[src/sv/fpss_pkg.sv]
package fpss_pkg;

   localparam int MAX_COLS_DEFAULT    = 1024;
   localparam int SAMPLE_BITS_DEFAULT = 32;
   localparam int QUEUE_DEPTH         = 4;

   localparam int CSR_INDEX_W = 1;
   localparam int CSR_DATA_W  = 16;
   localparam int ROW_W       = 16;
   localparam int COL_CFG_W   = 11;
   localparam int COL_INDEX_W = 10;

   localparam logic [CSR_INDEX_W-1:0] REG_ROW_COUNT    = 1'd0;
   localparam logic [CSR_INDEX_W-1:0] REG_COLUMN_COUNT = 1'd1;

   localparam logic [ROW_W-1:0]     ROW_COUNT_RESET    = 16'd64;
   localparam logic [COL_CFG_W-1:0] COLUMN_COUNT_RESET = 11'd64;

   typedef struct packed {
      logic inner;
      logic pass;
      logic border;
   } fpss_flags_type;

   localparam int FLAGS_W = $bits(fpss_flags_type);

endpackage

[src/sv/fpss_queue.sv]
module fpss_queue #(
   parameter int DATA_W = 8,
   parameter int DEPTH  = fpss_pkg::QUEUE_DEPTH,
   localparam int PTR_W = (DEPTH > 1) ? $clog2(DEPTH) : 1,
   localparam int CNT_W = $clog2(DEPTH + 1)
) (
   input  logic              clock,
   input  logic              reset,
   input  logic              push,
   input  logic [DATA_W-1:0] push_data,
   input  logic              pop,
   output logic              pop_valid,
   output logic [DATA_W-1:0] pop_data,
   output logic [CNT_W-1:0]  count
);

   logic [DATA_W-1:0] slot_ff [DEPTH];
   logic [PTR_W-1:0]  wr_ptr_ff;
   logic [PTR_W-1:0]  rd_ptr_ff;
   logic [CNT_W-1:0]  count_ff;
   logic              do_pop;

   assign pop_valid = (count_ff != '0);
   assign do_pop    = pop && pop_valid;
   assign pop_data  = slot_ff[rd_ptr_ff];
   assign count     = count_ff;

   always_ff @(posedge clock) begin
      if (reset) begin
         wr_ptr_ff <= '0;
         rd_ptr_ff <= '0;
         count_ff  <= '0;
      end else begin
         if (push) begin
            wr_ptr_ff <= (wr_ptr_ff == PTR_W'(DEPTH - 1)) ? '0 : wr_ptr_ff + PTR_W'(1);
         end
         if (do_pop) begin
            rd_ptr_ff <= (rd_ptr_ff == PTR_W'(DEPTH - 1)) ? '0 : rd_ptr_ff + PTR_W'(1);
         end
         if (push && !do_pop) begin
            count_ff <= count_ff + CNT_W'(1);
         end else if (!push && do_pop) begin
            count_ff <= count_ff - CNT_W'(1);
         end
      end
   end

   always_ff @(posedge clock) begin
      if (push) begin
         slot_ff[wr_ptr_ff] <= push_data;
      end
   end

endmodule

[config.mk]
export PLATFORM = sky130hd
export DESIGN_NAME = fpss_queue
export DESIGN_NICKNAME = d
export VERILOG_FILES = /design/src/sv/fpss_pkg.sv /design/src/sv/fpss_queue.sv
export SDC_FILE = /design/constraint.sdc
export NUM_CORES = 1
export LEC_CHECK = 0
export ABC_CLOCK_PERIOD_IN_PS = 2600
export BUFFER_PORTS_ARGS = -buffer_cell sky130_fd_sc_hd__buf_4
export CORE_ASPECT_RATIO = 2
export CORE_MARGIN = 3
export CORE_UTILIZATION = 30
export CTS_BUF_LIST = sky130_fd_sc_hd__clkbuf_4 sky130_fd_sc_hd__clkbuf_8 sky130_fd_sc_hd__clkbuf_16
export DETAILED_ROUTE_END_ITERATION = 12
export SYNTH_ARGS = -nofsm -noshare
export SYNTH_HDL_FRONTEND = slang
export SYNTH_SLANG_ARGS = --single-unit
[constraint.sdc]
create_clock -name clock -period 2.6 [get_ports clock]
set_clock_uncertainty 0.2 [all_clocks]
set_input_delay 0.52 -clock clock [delete_from_list [all_inputs] [get_ports clock]]
set_output_delay 0.52 -clock clock [all_outputs]
set_load 0.05 [all_outputs]
==> out/metrics.csv <==
metric;value;unit
dp_hpwl;1920;um
cts_setup_buffers;0;
yosysSeqAreaShare;0.7081;
grt-ovfl-total;0;
mostFrequentLayoutCells;edfxtp_1 (32), buf_4 (24), dfxtp_1 (9), mux4_2 (8);
outcome;finished clean;
worstSetupPathDepth;7;
cp_slowest_cell;dfxtp_1;
first_pass_iters;4;
viasPerCell;4.566;
diodes;0;
maxSlewViolCount;0;
ys.flop_type;edfxtp_1;
cap_viol_max_count;0;
clock_path_buffers;2;
clkSinkCount;41;
synth_cells;85;
fp.dieW;57.83;um
max_freq;440.8;MHz
maxSlewHeadroom;0.6930;
grt_pass1_wl;4298;um
min_period;2268;ps
synth_area;0.001612;mm2
min_period_over_period;0.8725;
p_leak;0.7342;nW
post_route_cells_drive_above_1_share;0.3739;
holdCritPathClass;in -> reg;
reg2reg_from;count[1]$_SDFFE_PP0P_;
synth-edff-count;32;
combinationalPowerShare;0.310;
worst_hold_slack;232.0;ps
cts_resized;0;
syn-mean-instance-area;18.96;um2
cp-endpoint;count[2]$_SDFFE_PP0P_;
die_h;109.7;um
core_area;0.005185;mm2
setup_viol;0;
use_met2;0.1796;
met1_usage;0.08569;
pwr-share-clk;0.286;
worst_slew_pin_slew;460.5;ps
port_buffers;23;
clk_latency;280;ps
cp-start-kind;flop;
wl_per_cell;14.62;um
ant_nets;0;
vias;790;
grt_max_degree;14;
num-fill-cells;488;
syn2layout_area_growth;23.06;%
initial_core_util;0.3108;
reg2regPathDepth;7;
final_nets;133;
pre_cts_ws;314.7;ps
crit_type;reg -> reg;
path_buf_inv;1;
syn_nets;104;
peakVddDrop;0.7433;mV
power.net_switching;0.6418;mW
final_common_cell;edfxtp_1;
busiest_layer;met2;
wirelength;2529;um
cp.arrival;2280;ps
cp_max_fo;5;
numCtsBuffers;5;
path_cells;o31ai_4 -> ha_1 -> inv_1 -> fa_1 -> xor2_1 -> or3_1 -> a21oi_1;
globalRouteTotalUtil;0.09345;
io_pins;24;
p_seq_frac;0.405;
finalHoldViolations;0;
reg2reg_slack;330;ps
endpoint_kind;flop;
tns;0;ps
cpLargestDelayFamily;adder cells;
clkTransAtPathRegs;80;ps
hold_buffers;0;
final_area;0.001983;mm2
rsz0062_at_grt;false;
use_met3;0.01998;
p_per_area;1023;mW/mm2
ys_ff_latch;41;
p_int;1.388;mW
row_count;37;
htreeDepth;2;
drtIter0Drc;3;
dieArea;0.006341;mm2
cp.required;2610;ps
rr_endpoint;count[2]$_SDFFE_PP0P_;
gp_congestion;0.6809;
cts_tree;yes;
max_stage_delay;380;ps
ys_warn_count;0;
setup_ws;331.6;ps
grt_pass1_vias;886;
cts-root-buf;clkbuf_8;
ys_types;19;
grt_antenna_before_repair;0;
cp-startpoint;count[1]$_SDFFE_PP0P_;
drc_errors;0;
postPlaceCellArea;0.001849;mm2
ys_async_sr_fraction;0;
switching_share;0.3162;
## power by group through the flow
| stage | sequential [mW] | combinational, mW | clock, mW |
|---|---|---|---|
| 3_5_place_dp | 0.837 | 0.639 | 0 |
| 4_1_cts | 0.823 | 0.640 | 0.596 |
| 2_1_floorplan | 0.873 | 0.431 | 0 |
| 5_1_grt | 0.831 | 0.678 | 0.627 |
| 6_report | 0.821 | 0.629 | 0.579 |
| 3_3_place_gp | 0.831 | 0.626 | 0 |
## cell usage after synthesis, types with 2 or more instances
cell type / number / area (um2)
nor2_1: 6 / 22.52
inv_1: 3 / 11.26
edfxtp_1: 32 / 960.9
or3_1: 2 / 12.51
and2_1: 4 / 25.02
ha_1: 6 / 75.07
mux4_2: 8 / 180.2
mux2i_1: 4 / 40.04
dfxtp_1: 9 / 180.2
xor2_1: 2 / 17.52
## flip-flops by register name (all words and copies together), names as in the netlist, named ones only
| signal | flops |
|---|---|
| rd_ptr_ff | 2 |
| wr_ptr_ff | 2 |
| slot_ff | 32 |
| count | 3 |
## through the flow
stage	util	instances	power, mW
after CTS	0.3825	173	2.059
after floorplan	-	85	1.304
after global placement	0.3567	165	1.457
after global routing	0.3825	173	2.136
final	0.3825	173	2.030
after detailed placement	0.3567	165	1.475
## cells by family (layout without fill, tap and decap cells)
kind of cell | Yosys count | in the layout | synth area share
adder cells (fa/ha/maj) | 7 | 7 | 0.05901
AO/OA/AOI/OAI | 4 | 4 | 0.02484
multiplexers | 12 | 12 | 0.1366
buffers and inverters | 5 | 35 | 0.01630
flip-flops | 41 | 41 | 0.7081
AND/OR/NAND/NOR | 14 | 14 | 0.04425
XOR/XNOR | 2 | 2 | 0.01087
## per-layer routing
layer | part of all wire | vias to the layer above | routed length, um
met1 | 0.33 | 385 | 838
met3 | 0.045 | 7 | 114
met5 | 0 | - | 0
met2 | 0.60 | 19 | 1507
li1 | - | 379 | -
met4 | 0.027 | 0 | 69
## worst register-to-register path: stages, from the launching register on
cell	delay (ps)
dfxtp_1	380
o31ai_4	340
ha_1	230
inv_1	60
fa_1	370
xor2_1	160
or3_1	310
a21oi_1	150
## final cells by class
cell class / instances / area (um2) / share of cell area
inverters: 3 / 11.26 / 0.005678
multi-input cells: 39 / 444.2 / 0.2240
clock buffers: 5 / 68.82 / 0.03470
repair buffers: 24 / 180.2 / 0.09085
flip-flops and latches: 41 / 1141 / 0.5754
well taps: 58 / 72.57 / 0.03659
clock inverters: 3 / 65.06 / 0.03281
## how the worst min path moves through the flow
| stage | from | endpoint | slack, ps | depth (start not counted) |
|---|---|---|---|---|
| global route | push_data[7] | slot_ff[3][7]$_DFFE_PP_ | 220 | 1 |
| CTS | push_data[7] | slot_ff[3][7]$_DFFE_PP_ | 220 | 1 |
| floorplan | rd_ptr_ff[0]$_SDFFE_PP0P_ | flop | 260 | 2 |
| detailed placement | rd_ptr_ff[0]$_SDFFE_PP0P_ | rd_ptr_ff[0]$_SDFFE_PP0P_ | 300 | 2 |
| global placement | rd_ptr_ff[0]$_SDFFE_PP0P_ | rd_ptr_ff[0]$_SDFFE_PP0P_ | 280 | 2 |
| finish | push_data[7] | slot_ff[3][7]$_DFFE_PP_ | 230 | 1 |
Note: power is estimated with default switching activity, not from simulation.
