[config.mk]
export PLATFORM = sky130hd
export DESIGN_NAME = fpss_back
export DESIGN_NICKNAME = d
export VERILOG_FILES = /design/src/sv/fpss_pkg.sv /design/src/sv/fpss_back.sv
export SDC_FILE = /design/constraint.sdc
export NUM_CORES = 2
export LEC_CHECK = 0
export ABC_AREA = 0
export BUFFER_PORTS_ARGS = -buffer_cell sky130_fd_sc_hd__buf_2
export CAP_MARGIN = 5
export CORE_MARGIN = 4
export CORE_UTILIZATION = 62
export DETAILED_ROUTE_END_ITERATION = 7
export PLACE_DENSITY_LB_ADDON = 0.25
export SLEW_MARGIN = 5
export SYNTH_ARGS = -nofsm -noshare
export SYNTH_HDL_FRONTEND = slang
export SYNTH_SLANG_ARGS = --single-unit
[constraint.sdc]
create_clock -name clock -period 19.54 [get_ports clock]
set_input_delay 3.908 -clock clock [delete_from_list [all_inputs] [get_ports clock]]
set_output_delay 3.908 -clock clock [all_outputs]
set_load 0.1 [all_outputs]
[src/sv/fpss_pkg.sv]
package fpss_pkg;

   localparam int MAX_COLS_DEFAULT    = 1024;
   localparam int SAMPLE_BITS_DEFAULT = 32;
   localparam int QUEUE_DEPTH         = 4;

   localparam int CSR_INDEX_W = 1;
   localparam int CSR_DATA_W  = 16;
   localparam int ROW_W       = 16;
   localparam int COL_CFG_W   = 11;
   localparam int COL_INDEX_W = 10;

   localparam logic [CSR_INDEX_W-1:0] REG_ROW_COUNT    = 1'd0;
   localparam logic [CSR_INDEX_W-1:0] REG_COLUMN_COUNT = 1'd1;

   localparam logic [ROW_W-1:0]     ROW_COUNT_RESET    = 16'd64;
   localparam logic [COL_CFG_W-1:0] COLUMN_COUNT_RESET = 11'd64;

   typedef struct packed {
      logic inner;
      logic pass;
      logic border;
   } fpss_flags_type;

   localparam int FLAGS_W = $bits(fpss_flags_type);

endpackage

[src/sv/fpss_back.sv]
module fpss_back #(
   parameter int MAX_COLS    = fpss_pkg::MAX_COLS_DEFAULT,
   parameter int SAMPLE_BITS = fpss_pkg::SAMPLE_BITS_DEFAULT,
   localparam int COL_W      = $clog2(MAX_COLS),
   localparam int RSP_W      = ((SAMPLE_BITS + fpss_pkg::ROW_W + fpss_pkg::COL_INDEX_W + 7) / 8) * 8
) (
   input  logic                          clock,
   input  logic                          reset,
   input  logic                          item_valid,
   output logic                          item_pop,
   input  fpss_pkg::fpss_flags_type      item_flags,
   input  logic [fpss_pkg::ROW_W-1:0]    item_row,
   input  logic [COL_W-1:0]              item_col,
   input  logic signed [SAMPLE_BITS-1:0] item_cur,
   input  logic signed [SAMPLE_BITS-1:0] item_old,
   input  logic signed [SAMPLE_BITS-1:0] item_right,
   input  logic signed [SAMPLE_BITS-1:0] item_up,
   input  logic signed [SAMPLE_BITS-1:0] item_left,
   output logic                          rsp_tvalid,
   input  logic                          rsp_tready,
   output logic [RSP_W-1:0]              rsp_tdata,
   output logic                          rsp_tlast
);

   localparam int ROW_W = fpss_pkg::ROW_W;
   localparam int CIX_W = fpss_pkg::COL_INDEX_W;
   localparam int SUM_W = SAMPLE_BITS + 3;
   localparam int MAG_W = SAMPLE_BITS + 2;
   localparam int LO_W  = MAG_W / 2;
   localparam int HI_W  = MAG_W - LO_W;
   localparam int SH1   = HI_W + 3;
   localparam int X2_W  = LO_W + 3;
   localparam int SH2   = X2_W + 3;
   localparam logic [SH1-1:0] RECIP1 = SH1'((64'd1 << SH1) / 64'd5 + 64'd1);
   localparam logic [SH2-1:0] RECIP2 = SH2'((64'd1 << SH2) / 64'd5 + 64'd1);

   logic                          b1_v_ff, b2_v_ff, b3_v_ff;
   logic                          b3_inner_ff, b3_border_ff;
   fpss_pkg::fpss_flags_type      b1_flags_ff, b2_flags_ff;
   logic                          b1_neg_ff, b2_neg_ff, b3_neg_ff;
   logic                          b3_pass_ff;
   logic [ROW_W-1:0]              b1_row_ff, b2_row_ff, b3_row_ff;
   logic [COL_W-1:0]              b1_col_ff, b2_col_ff, b3_col_ff;
   logic signed [SAMPLE_BITS-1:0] b1_cur_ff, b2_cur_ff, b3_cur_ff;
   logic signed [SAMPLE_BITS-1:0] b1_old_ff, b2_old_ff, b3_old_ff;
   logic [MAG_W-1:0]              b1_mag_ff;
   logic [HI_W-1:0]               b2_h_ff, b2_qh_ff;
   logic [LO_W-1:0]               b2_l_ff;
   logic [MAG_W-1:0]              b3_q_ff;

   logic                          rsp_tvalid_ff;
   logic                          rsp_tlast_ff;
   logic signed [SAMPLE_BITS-1:0] rsp_value_ff;
   logic [ROW_W-1:0]              rsp_row_ff;
   logic [CIX_W-1:0]              rsp_col_ff;

   logic                          out_free;
   logic                          b3_done;
   logic                          adv;
   logic signed [SUM_W-1:0]       sum;
   logic [SUM_W-1:0]              abs_sum;
   logic [SUM_W-1:0]              mag_wide;
   logic [HI_W+SH1-1:0]           prod1;
   logic [HI_W+2:0]               five_qh;
   logic [HI_W+2:0]               rem_hi;
   logic [X2_W-1:0]               x2;
   logic [X2_W+SH2-1:0]           prod2;
   logic [MAG_W-1:0]              q_signed;
   logic signed [SAMPLE_BITS-1:0] inner_value;
   logic [COL_W+CIX_W-1:0]        col_ext;

   always_comb begin
      out_free = !rsp_tvalid_ff || rsp_tready;
      b3_done  = out_free && b3_v_ff && !(b3_inner_ff && b3_border_ff);
      adv      = !b3_v_ff || b3_done;
      item_pop = adv && item_valid;

      sum = SUM_W'(item_left) + SUM_W'(item_old) + SUM_W'(item_right)
            + SUM_W'(item_up) + SUM_W'(item_cur);
      abs_sum  = sum[SUM_W-1] ? -sum : sum;
      mag_wide = abs_sum + SUM_W'(2);

      prod1 = (HI_W + SH1)'(b1_mag_ff[MAG_W-1:LO_W]) * (HI_W + SH1)'(RECIP1);

      five_qh = {b2_qh_ff, 2'b00} + (HI_W + 3)'(b2_qh_ff);
      rem_hi  = (HI_W + 3)'(b2_h_ff) - five_qh;
      x2      = {rem_hi[2:0], b2_l_ff};
      prod2   = (X2_W + SH2)'(x2) * (X2_W + SH2)'(RECIP2);

      q_signed    = b3_neg_ff ? -b3_q_ff : b3_q_ff;
      inner_value = b3_pass_ff ? b3_old_ff : q_signed[SAMPLE_BITS-1:0];
      col_ext     = {{CIX_W{1'b0}}, b3_col_ff};
   end

   always_ff @(posedge clock) begin
      if (reset) begin
         b1_v_ff       <= 1'b0;
         b2_v_ff       <= 1'b0;
         b3_v_ff       <= 1'b0;
         b3_inner_ff   <= 1'b0;
         b3_border_ff  <= 1'b0;
         rsp_tvalid_ff <= 1'b0;
      end else begin
         if (adv) begin
            b1_v_ff      <= item_pop;
            b2_v_ff      <= b1_v_ff;
            b3_v_ff      <= b2_v_ff;
            b3_inner_ff  <= b2_flags_ff.inner;
            b3_border_ff <= b2_flags_ff.border;
         end else if (out_free && b3_v_ff) begin
            b3_inner_ff <= 1'b0;
         end
         if (out_free) begin
            rsp_tvalid_ff <= b3_v_ff;
         end
      end
   end

   always_ff @(posedge clock) begin
      if (adv) begin
         b1_flags_ff <= item_flags;
         b1_neg_ff   <= sum[SUM_W-1];
         b1_mag_ff   <= mag_wide[MAG_W-1:0];
         b1_row_ff   <= item_row;
         b1_col_ff   <= item_col;
         b1_cur_ff   <= item_cur;
         b1_old_ff   <= item_old;

         b2_flags_ff <= b1_flags_ff;
         b2_neg_ff   <= b1_neg_ff;
         b2_h_ff     <= b1_mag_ff[MAG_W-1:LO_W];
         b2_l_ff     <= b1_mag_ff[LO_W-1:0];
         b2_qh_ff    <= prod1[HI_W+SH1-1:SH1];
         b2_row_ff   <= b1_row_ff;
         b2_col_ff   <= b1_col_ff;
         b2_cur_ff   <= b1_cur_ff;
         b2_old_ff   <= b1_old_ff;

         b3_pass_ff  <= b2_flags_ff.pass;
         b3_neg_ff   <= b2_neg_ff;
         b3_q_ff     <= {b2_qh_ff, prod2[SH2+LO_W-1:SH2]};
         b3_row_ff   <= b2_row_ff;
         b3_col_ff   <= b2_col_ff;
         b3_cur_ff   <= b2_cur_ff;
         b3_old_ff   <= b2_old_ff;
      end
      if (out_free && b3_v_ff) begin
         rsp_col_ff <= col_ext[CIX_W-1:0];
         if (b3_inner_ff) begin
            rsp_value_ff <= inner_value;
            rsp_row_ff   <= b3_row_ff - ROW_W'(1);
            rsp_tlast_ff <= !b3_border_ff;
         end else begin
            rsp_value_ff <= b3_cur_ff;
            rsp_row_ff   <= b3_row_ff;
            rsp_tlast_ff <= 1'b1;
         end
      end
   end

   assign rsp_tvalid = rsp_tvalid_ff;
   assign rsp_tlast  = rsp_tlast_ff;
   assign rsp_tdata  = RSP_W'({rsp_col_ff, rsp_row_ff, rsp_value_ff});

endmodule

==> reports/results.ini <==
[timing]
drv_slew=0
slew_headroom_pct=31.8
skew_ns=0.0403
rsz0062_at_grt=false
period_needed_ns=10.58
hold_viol=0
setup_tns_ns=0
tightest_slew_ns=1.02
fmaxAchievable_mhz=94.5
setup_viol=0
post-route-period-util_pct=54.2

[cells_and_area]
fin_nets=4004
fillers=3857
antenna_cells=0
synthToLayoutAreaGrowth_pct=10.6
drive_gt1_share_pct=13.3

[die]
num_rows=85
ioPinCount=260
dieArea_sq_um=58300
die_h_um=241
die_w_um=241
core-area_sq_um=53900
initial_core_util_pct=62.6

[clock_tree]
max-clock-path-buffers=3
cts_sinks=446
cts_buffers=48
cts_tree=yes
clk-insertion-delay-late_ns=0.60
path_clk_slew_ns=0.06
cts.hold.buffers_added=0
postCtsSetupBuffers=0
post_cts_resized=0
cts.htree.levels=2
cts_root_buf=clkbuf_16

[worst_setup_path]
critical_path.top_delay_family=adder cells
cp.arrival_ns=10.89
cp_cell_sequence=buf_2, inv_1, fa_1, inv_1, fa_1, inv_1, fa_1, inv_1, ha_1, nand2_2, o31ai_1, and3_1, o31ai_1, a21oi_2, mux2_2, nand2_1, buf_4, inv_1, a221oi_1, and2_1, nor3b_2, nand3_2, mux2i_1, xor2_1
slowest_stage=o31ai_1
crit_required_ns=19.84
endpoint_kind=register
cp_num_buf_inv=7
crit_fanout=41
slowest_delay_ns=0.82
crit_type=input pin to register
cp-start-kind=input pin
cp_common_cell=inv_1

[outcome]
status=completed

[global_routing]
grt_pass1_vias=23100
grt_pass1_wl_um=121000
grt.total_usage_pct=26.5
overflow=0
grt_max_degree=156
antenna_found_initial=1

[place]
io_buffers=253
gp_congestion=0.949
dpl.hpwl_um=59800

[logic_synthesis]
synth.avg_cell_area_sq_um=11.8
synthDominantCellAreaShare_pct=39.1
synth_top_flop_cell=edfxtp_1
synthTopCellsByCount=inv_1 (670), edfxtp_1 (440), ha_1 (369), fa_1 (326), nand2_1 (115)
synth_area_sq_um=33800
ys_seq_area_share_pct=39.5
synth_edf_count=440
synthArstFlopShare_pct=0
synth_most_common_cell=inv_1
yosys-top-cells-area=edfxtp_1 (39%), fa_1 (19%), ha_1 (14%)
synth.distinct_cells=102
synth_seq_cells=446
postSynthCellCount=2853
yosysWarnings=0
synth_top_cell_by_area=edfxtp_1

[routing]
viasPerCell=5.59
wl_um=75000
drc=0
num_vias=21500
wire_per_inst_um=19.5
antenna_left=0
firstDrtPassIters=6
drt_iter0_drc=1447

[job]
cap_violations=0

[min_path]
hp-class=register to register

[cell usage in the layout, fill, tap and decap left out, drive strengths merged, types with 40 or more instances in the layout]
| cell | n |
|---|---|
| ha | 369 |
| edfxtp | 440 |
| xor2 | 67 |
| buf | 263 |
| a21oi | 83 |
| fa | 326 |
| nor2 | 104 |
| nand2 | 116 |
| inv | 674 |
| xnor2 | 90 |
| nor3 | 40 |
| o21ai | 79 |
| clkbuf | 50 |
[logic make-up after synthesis]
kind of cell             after synthesis  share of synthesized area (%)
AND/OR/NAND/NOR                      439                           6.74
adder cells (fa/ha/maj)              695                           33.0
flip-flops                           446                           39.5
XOR/XNOR                             157                           4.11
buffers and inverters                725                           8.23
AO/OA/AOI/OAI                        351                           7.17
multiplexers                          39                           1.27
other                                  1                         0.0111
[stage by stage]
step                std cells  area, sq um  setup WS (ns)  util (%)  hold slack [ns]
CTS                      3850        37400           9.12      69.3            0.390
floorplan                2858        33800           2.05         -            0.400
global placement         3762        35800           8.82      66.3            0.400
global route             3850        37400           8.57      69.3            0.392
finish                   3850        37400           8.96      69.3            0.389
detailed placement       3762        35800           8.60      66.3            0.405
[layout make-up]
cell class / count / area (sq um) / area share [%]
clock buffers: 50 / 1210 / 3.23
clock inverters: 38 / 394 / 1.05
inverters: 670 / 2510 / 6.73
multi-input cells: 1687 / 17700 / 47.4
flip-flops and latches: 446 / 13300 / 35.7
well taps: 696 / 871 / 2.33
repair buffers: 263 / 1350 / 3.62
[metal layers]
layer  GRT usage, %  wire length, um  vias to the layer above
met5              0               11                        -
met2           47.6            38800                      617
li1               -                -                    10100
met4           7.08             1890                        2
met3           3.49             3610                      122
met1           34.1            30600                    10700
[state kept, by name, indices dropped and copies added, names as in the netlist, 3 cells and up]
| register | count |
|---|---|
| b2_cur_ff | 32 |
| b3_q_ff | 32 |
| b2_old_ff | 32 |
| b3_col_ff | 10 |
| b1_flags_ff | 3 |
| rsp_row_ff | 16 |
| b1_cur_ff | 32 |
| b2_col_ff | 10 |
| b2_qh_ff | 15 |
| b1_row_ff | 16 |
| b3_row_ff | 16 |
| rsp_col_ff | 10 |
| b1_col_ff | 10 |
| b3_old_ff | 32 |
| b3_cur_ff | 32 |
| b2_h_ff | 3 |
| rsp_value_ff | 32 |
| b2_flags_ff | 3 |
| b2_l_ff | 17 |
| b2_row_ff | 16 |
| b1_mag_ff | 34 |
| b1_old_ff | 32 |
[final timing paths]
| kind | startpoint | to | slack [ns] | cells past startpoint |
|---|---|---|---|---|
| hold / removal | b2_col_ff[0] | b3_col_ff[0] | 0.39 | 0 |
| setup reg to reg | b2_qh_ff[0] | b3_q_ff[15] | 11.00 | 31 |
| setup / recovery | item_cur[4] | b1_mag_ff[28] | 8.96 | 24 |
| hold reg to reg | b2_col_ff[0] | b3_col_ff[0] | 0.39 | 0 |
Power is not shown: default switching activity piles up to over one toggle a cycle in this logic, so the estimate is an artifact.
